## src/design/stp_pkg.sv

```systemverilog
`timescale 1ns / 1ps
package stp_pkg;

  localparam int unsigned ZW   = 27;
  localparam int unsigned AW   = 27;
  localparam int unsigned BW   = 7;
  localparam int unsigned GDW  = 41;
  localparam int unsigned GRW  = 49;
  localparam int unsigned NUW  = 41;
  localparam int unsigned MAGW = 42;
  localparam int unsigned QUW  = 15;
  localparam int unsigned DVS  = 15;
  localparam int unsigned GQW  = 8;
  localparam int unsigned GST  = DVS - GQW;

  typedef enum logic [2:0] {
    CFG_DEPTH_RATE   = 3'd0,
    CFG_FOCAL_LENGTH = 3'd1,
    CFG_CENTER_X     = 3'd2,
    CFG_CENTER_Y     = 3'd3,
    CFG_VIS_WIDTH    = 3'd4,
    CFG_VIS_HEIGHT   = 3'd5
  } cfg_idx_e;

  typedef struct packed {
    logic [15:0] depth_rate;
    logic [11:0] focal_length;
    logic [11:0] center_x;
    logic [11:0] center_y;
    logic [12:0] vis_width;
    logic [12:0] vis_height;
  } cfg_t;

  typedef struct packed {
    logic signed [15:0] sx;
    logic signed [15:0] sy;
    logic [16:0]        nd;
    logic [ZW-1:0]      q0;
    logic [AW-1:0]      a;
    logic [BW-1:0]      b;
    logic [GDW-1:0]     gden;
  } star_t;

endpackage

```

## src/design/stp_queue.sv

```systemverilog
`timescale 1ns / 1ps
module stp_queue (
  input  logic           clk_i,
  input  logic           rst_ni,
  input  logic           push_i,
  input  stp_pkg::star_t item_i,
  output logic           full_o,
  input  logic           pop_i,
  output logic           empty_o,
  output stp_pkg::star_t item_o
);

  stp_pkg::star_t mem_q [2];
  logic           wp_q, rp_q;
  logic [1:0]     cnt_q;

  assign full_o  = cnt_q == 2'd2;
  assign empty_o = cnt_q == 2'd0;
  assign item_o  = mem_q[rp_q];

  always_ff @(posedge clk_i) begin
    if (push_i) mem_q[wp_q] <= item_i;
  end

  always_ff @(posedge clk_i or negedge rst_ni) begin
    if (!rst_ni) begin
      wp_q  <= 1'b0;
      rp_q  <= 1'b0;
      cnt_q <= 2'd0;
    end else begin
      if (push_i) wp_q <= ~wp_q;
      if (pop_i) rp_q <= ~rp_q;
      cnt_q <= cnt_q + 2'(push_i) - 2'(pop_i);
    end
  end

endmodule

```

## config.mk

```make
export PLATFORM = sky130hd
export DESIGN_NAME = stp_queue
export DESIGN_NICKNAME = d
export VERILOG_FILES = /design/src/design/stp_pkg.sv /design/src/design/stp_queue.sv
export SDC_FILE = /design/constraint.sdc
export NUM_CORES = 1
export LEC_CHECK = 0
export BUFFER_PORTS_ARGS = -buffer_cell sky130_fd_sc_hd__buf_2
export CORE_ASPECT_RATIO = 1.5
export CORE_MARGIN = 2
export CORE_UTILIZATION = 40
export DETAILED_ROUTE_END_ITERATION = 8
export GPL_TIMING_DRIVEN = 1
export HOLD_SLACK_MARGIN = 0.02
export PLACE_DENSITY_LB_ADDON = 0.15
export SETUP_SLACK_MARGIN = 0.4
export SYNTH_ARGS = -nofsm -noshare
export SYNTH_HDL_FRONTEND = slang
export SYNTH_SLANG_ARGS = --single-unit
```

## constraint.sdc

```tcl
create_clock -name clk_i -period 7.1 [get_ports clk_i]
set_clock_uncertainty 0.15 [all_clocks]
set_input_delay 0 -clock clk_i [delete_from_list [all_inputs] [get_ports clk_i]]
set_output_delay 0 -clock clk_i [all_outputs]
set_load 0.005 [all_outputs]
```

==> impl_metrics.json, run 1 <==
{
  "place.gp.congestion": 0.724,
  "synth.ff_latch_count": 306,
  "die_h_um": 211,
  "ctsHoldBuffers": 237,
  "avgSynthCellArea_um2": 23.5,
  "dp_slack_ns": 4.45,
  "fp-row-count": 75,
  "clock_path_buffers": 3,
  "hpwl_um": 15500,
  "synth_cell_type_count": 13,
  "cts_sinks": 306,
  "status": "stopped before the end",
  "synthCells": 485,
  "start_util": 0.407,
  "synth.largest_area_cell": "edfxtp_1",
  "synth_edf_count": 302,
  "failing_step": "clock tree synthesis",
  "netlist_top_cells_count": "edfxtp_1 (302), mux2_4 (80), mux2_2 (71), buf_6 (10), buf_2 (7)",
  "io_pins": 308,
  "synthArstFlopShare": 0.0131,
  "synth_top_cell_area_share": 0.795,
  "yosysMostFrequentCell": "edfxtp_1",
  "ys_seq_area_frac": 0.803,
  "ctsRootBufferMaster": "clkbuf_16",
  "syn-cell-area_um2": 11400,
  "synth_ff_type": "edfxtp_1",
  "cts_setup_buffers": 0,
  "ctsResizeCount": 0,
  "portBuffers": 307,
  "synth_area_leaders": "edfxtp_1 (79%), mux2_4 (11%), mux2_2 (7.0%)",
  "synth_warnings": 0,
  "dpl_cell_area_um2": 13300,
  "dieWidth_um": 142,
  "first-error": "[ERROR RSZ-0060] Max buffer count reached.",
  "numCtsBuffers": 30,
  "postSynthNetCount": 642,
  "cts_htree_levels": 1
}
stage by stage:
stage,instances,utilization
after floorplan,485,-
after global placement,1127,0.474
after detailed placement,1127,0.474
cells by family after synthesis:
family,Yosys count,share of synthesized area
adders and majority gates,2,0.00219
DFF,306,0.803
xor gates and xnor gates,3,0.00362
muxes,151,0.175
and+or+nand+nor,4,0.00197
buffers and inverters,19,0.0136
==> inputs of run 2 (changes only) <==
CORE_ASPECT_RATIO = default   (was 1.5)
CORE_UTILIZATION = 25   (was 40)
HOLD_SLACK_MARGIN = default   (was 0.02)
SETUP_SLACK_MARGIN = default   (was 0.4)
clock period = 9.25 ns   (was 7.1 ns; I/O delays follow)
==> run 2 against run 1 <==
The flow now finishes without violations. Area after synthesis did not move. Synthesized cell count unchanged.
==> impl_metrics.json, run 2 <==
{
  "status": "completed",
  "maxCapViolCount": 0,
  "place.gp.congestion": 0.677,
  "synth_simple_gate_area_frac": 0.00197,
  "grt_pass1_wl_um": 38800,
  "synth_edf_count": 302,
  "path_clk_slew_ns": 0.06,
  "synth.ff_latch_count": 306,
  "ctsResizeCount": 0,
  "dieWidth_um": 218,
  "core_area_um2": 45200,
  "hold_path_class": "in2reg",
  "final_nets": 1132,
  "min_period_ns": 3.29,
  "die_h_um": 218,
  "largest_reg_flops": 302,
  "synthArstFlopShare": 0.0131,
  "dieArea_um2": 47400,
  "final_cell_mix": "buf_2 (307), edfxtp_1 (302), dlygate4sd3_1 (155)",
  "place_inst": 1382,
  "hold_viol": 0,
  "max_freq_mhz": 304,
  "synth_cell_type_count": 13,
  "gr-usage-all-layers": 0.108,
  "top_register": "mem_q",
  "relSlewSlack": 0.334,
  "synth_top_family_by_area": "multiplexers",
  "syn-cell-area_um2": 11400,
  "start_util": 0.253,
  "irDropWorstVdd_uv": 153,
  "clock_path_buffers": 3,
  "stdcell_count": 1600,
  "syn_to_final_growth_pct": 42.1,
  "cts_htree_levels": 2,
  "synth_area_leaders": "edfxtp_1 (79%), mux2_4 (11%), mux2_2 (7.0%)",
  "worstSetupEndpointType": "output pin",
  "vias": 6221,
  "drt_iter0_markers": 239,
  "drc_errors": 0,
  "slew_violations": 0,
  "drtAntennaViolNets": 0,
  "critPathKind": "reg2out",
  "synth_compound_area_frac": 0,
  "worst_ep_required_time_ns": 9.10,
  "fin_tns_setup_ns": 0,
  "start_kind": "flip-flop",
  "portBuffers": 307,
  "ctsRootBufferMaster": "clkbuf_16",
  "drt-pass1-iter-count": 4,
  "synth.largest_area_cell": "edfxtp_1",
  "numCtsBuffers": 36,
  "fp-row-count": 78,
  "drive_gt1_frac": 0.512,
  "cts_setup_buffers": 0,
  "fin_crit_sh": 0.356,
  "synth_xor_area_frac": 0.00362,
  "synthAdderAreaFrac": 0.00219,
  "ctsHoldBuffers": 155,
  "arrival_ns": 3.14,
  "ys_seq_area_frac": 0.803,
  "largestRegisters": "mem_q: 302 flops, cnt_q: 2 flops",
  "grt_max_degree": 62,
  "grt_pass1_vias": 6607,
  "synth_mux_area_frac": 0.175,
  "hpwl_um": 16200,
  "routed_via_density": 3.89,
  "avgSynthCellArea_um2": 23.5,
  "clk_latency_ns": 0.52,
  "synth_ff_type": "edfxtp_1",
  "path_max_fanout": 61,
  "drt_wl_total_um": 25900,
  "cts_sinks": 306,
  "synth_top_cell_area_share": 0.795,
  "postSynthNetCount": 642,
  "synth_warnings": 0,
  "setup_viol_count_final": 0,
  "cts_tree": "built",
  "p_leak_nw": 6.28,
  "power_density_nw_per_um2": 275,
  "netlist_top_cells_count": "edfxtp_1 (302), mux2_4 (80), mux2_2 (71), buf_6 (10), buf_2 (7)",
  "yosysMostFrequentCell": "edfxtp_1",
  "final_common_cell": "buf_2",
  "io_pins": 308,
  "rsz0062_at_grt": "no",
  "antenna_found_initial": 3,
  "grt_remaining_overflow": 0,
  "wl_per_cell_um": 16.2,
  "tightest_slew_ns": 0.999,
  "synthCells": 485
}
==> run 2: cell counts after synthesis <==
No cell type changed its count.
==> run 2: worst max-delay path: stages, from the launching register on <==
cell     delay [ns]
dfrtp_4        1.07
buf_4          0.88
mux2_2         0.42
buf_2          0.13
==> run 2: worst paths after layout <==
check / endpoint / start / slack, ns / cells after the start
max: item_o[150] / rp_q / 5.96 / 3
min: mem_q[0][149] / item_i[149] / 0.05 / 2
max reg2reg: mem_q[0][63] / wp_q / 6.80 / 3
min reg2reg: wp_q / wp_q / 0.40 / 1
max in group asynchronous: rp_q / rst_ni / 8.55 / 3
min in group asynchronous: cnt_q[0] / rst_ni / 0.22 / 3
==> run 2: area by class of cell <==
| cell class | instances | area [µm²] |
|---|---|---|
| fill | 4354 | 29000 |
| sequential | 306 | 9170 |
| inverter | 2 | 7.51 |
| clock buffer | 46 | 960 |
| antenna | 3 | 7.51 |
| multi-input combinational | 160 | 2100 |
| timing repair buffer | 469 | 3140 |
| clock inverter | 14 | 83.8 |
| tap | 600 | 751 |
==> run 2: logic make-up after synthesis <==
group,after synthesis
buffers and inverters,19
muxes,151
DFF,306
and+or+nand+nor,4
adders and majority gates,2
xor gates and xnor gates,3
==> run 2: metrics by stage <==
stage / hold slack (ns) / power, mW / utilization / instance area (µm²) / worst slack [ns]
finish: 0.0540 / 4.47 / 0.359 / 16200 / 5.96
global route: 0.0251 / 4.73 / 0.359 / 16200 / 5.72
CTS: 0.000398 / 4.58 / 0.359 / 16200 / 5.82
detailed placement: -0.336 / 3.22 / 0.301 / 13600 / 6.40
global placement: -0.334 / 3.22 / 0.301 / 13600 / 6.41
floorplan: -0.446 / 2.76 / - / 11400 / 1.35
==> run 2: metal layers <==
metal,track usage,part of all wire,vias to the layer above
met5,0,0,-
met4,0.0352,0.022,0
met2,0.169,0.45,206
met3,0.0444,0.088,48
li1,-,-,2919
met1,0.135,0.44,3048
==> run 2: power breakdown <==
part / leakage (nW) / total, mW / switching, mW / internal (mW)
clock: 0.510 / 1.27 / 0.519 / 0.753
sequential: 2.88 / 1.96 / 0.118 / 1.84
combinational: 2.89 / 1.23 / 0.562 / 0.670
total: 6.28 / 4.47 / 1.20 / 3.27
Note: power is estimated with default switching activity, not from simulation.
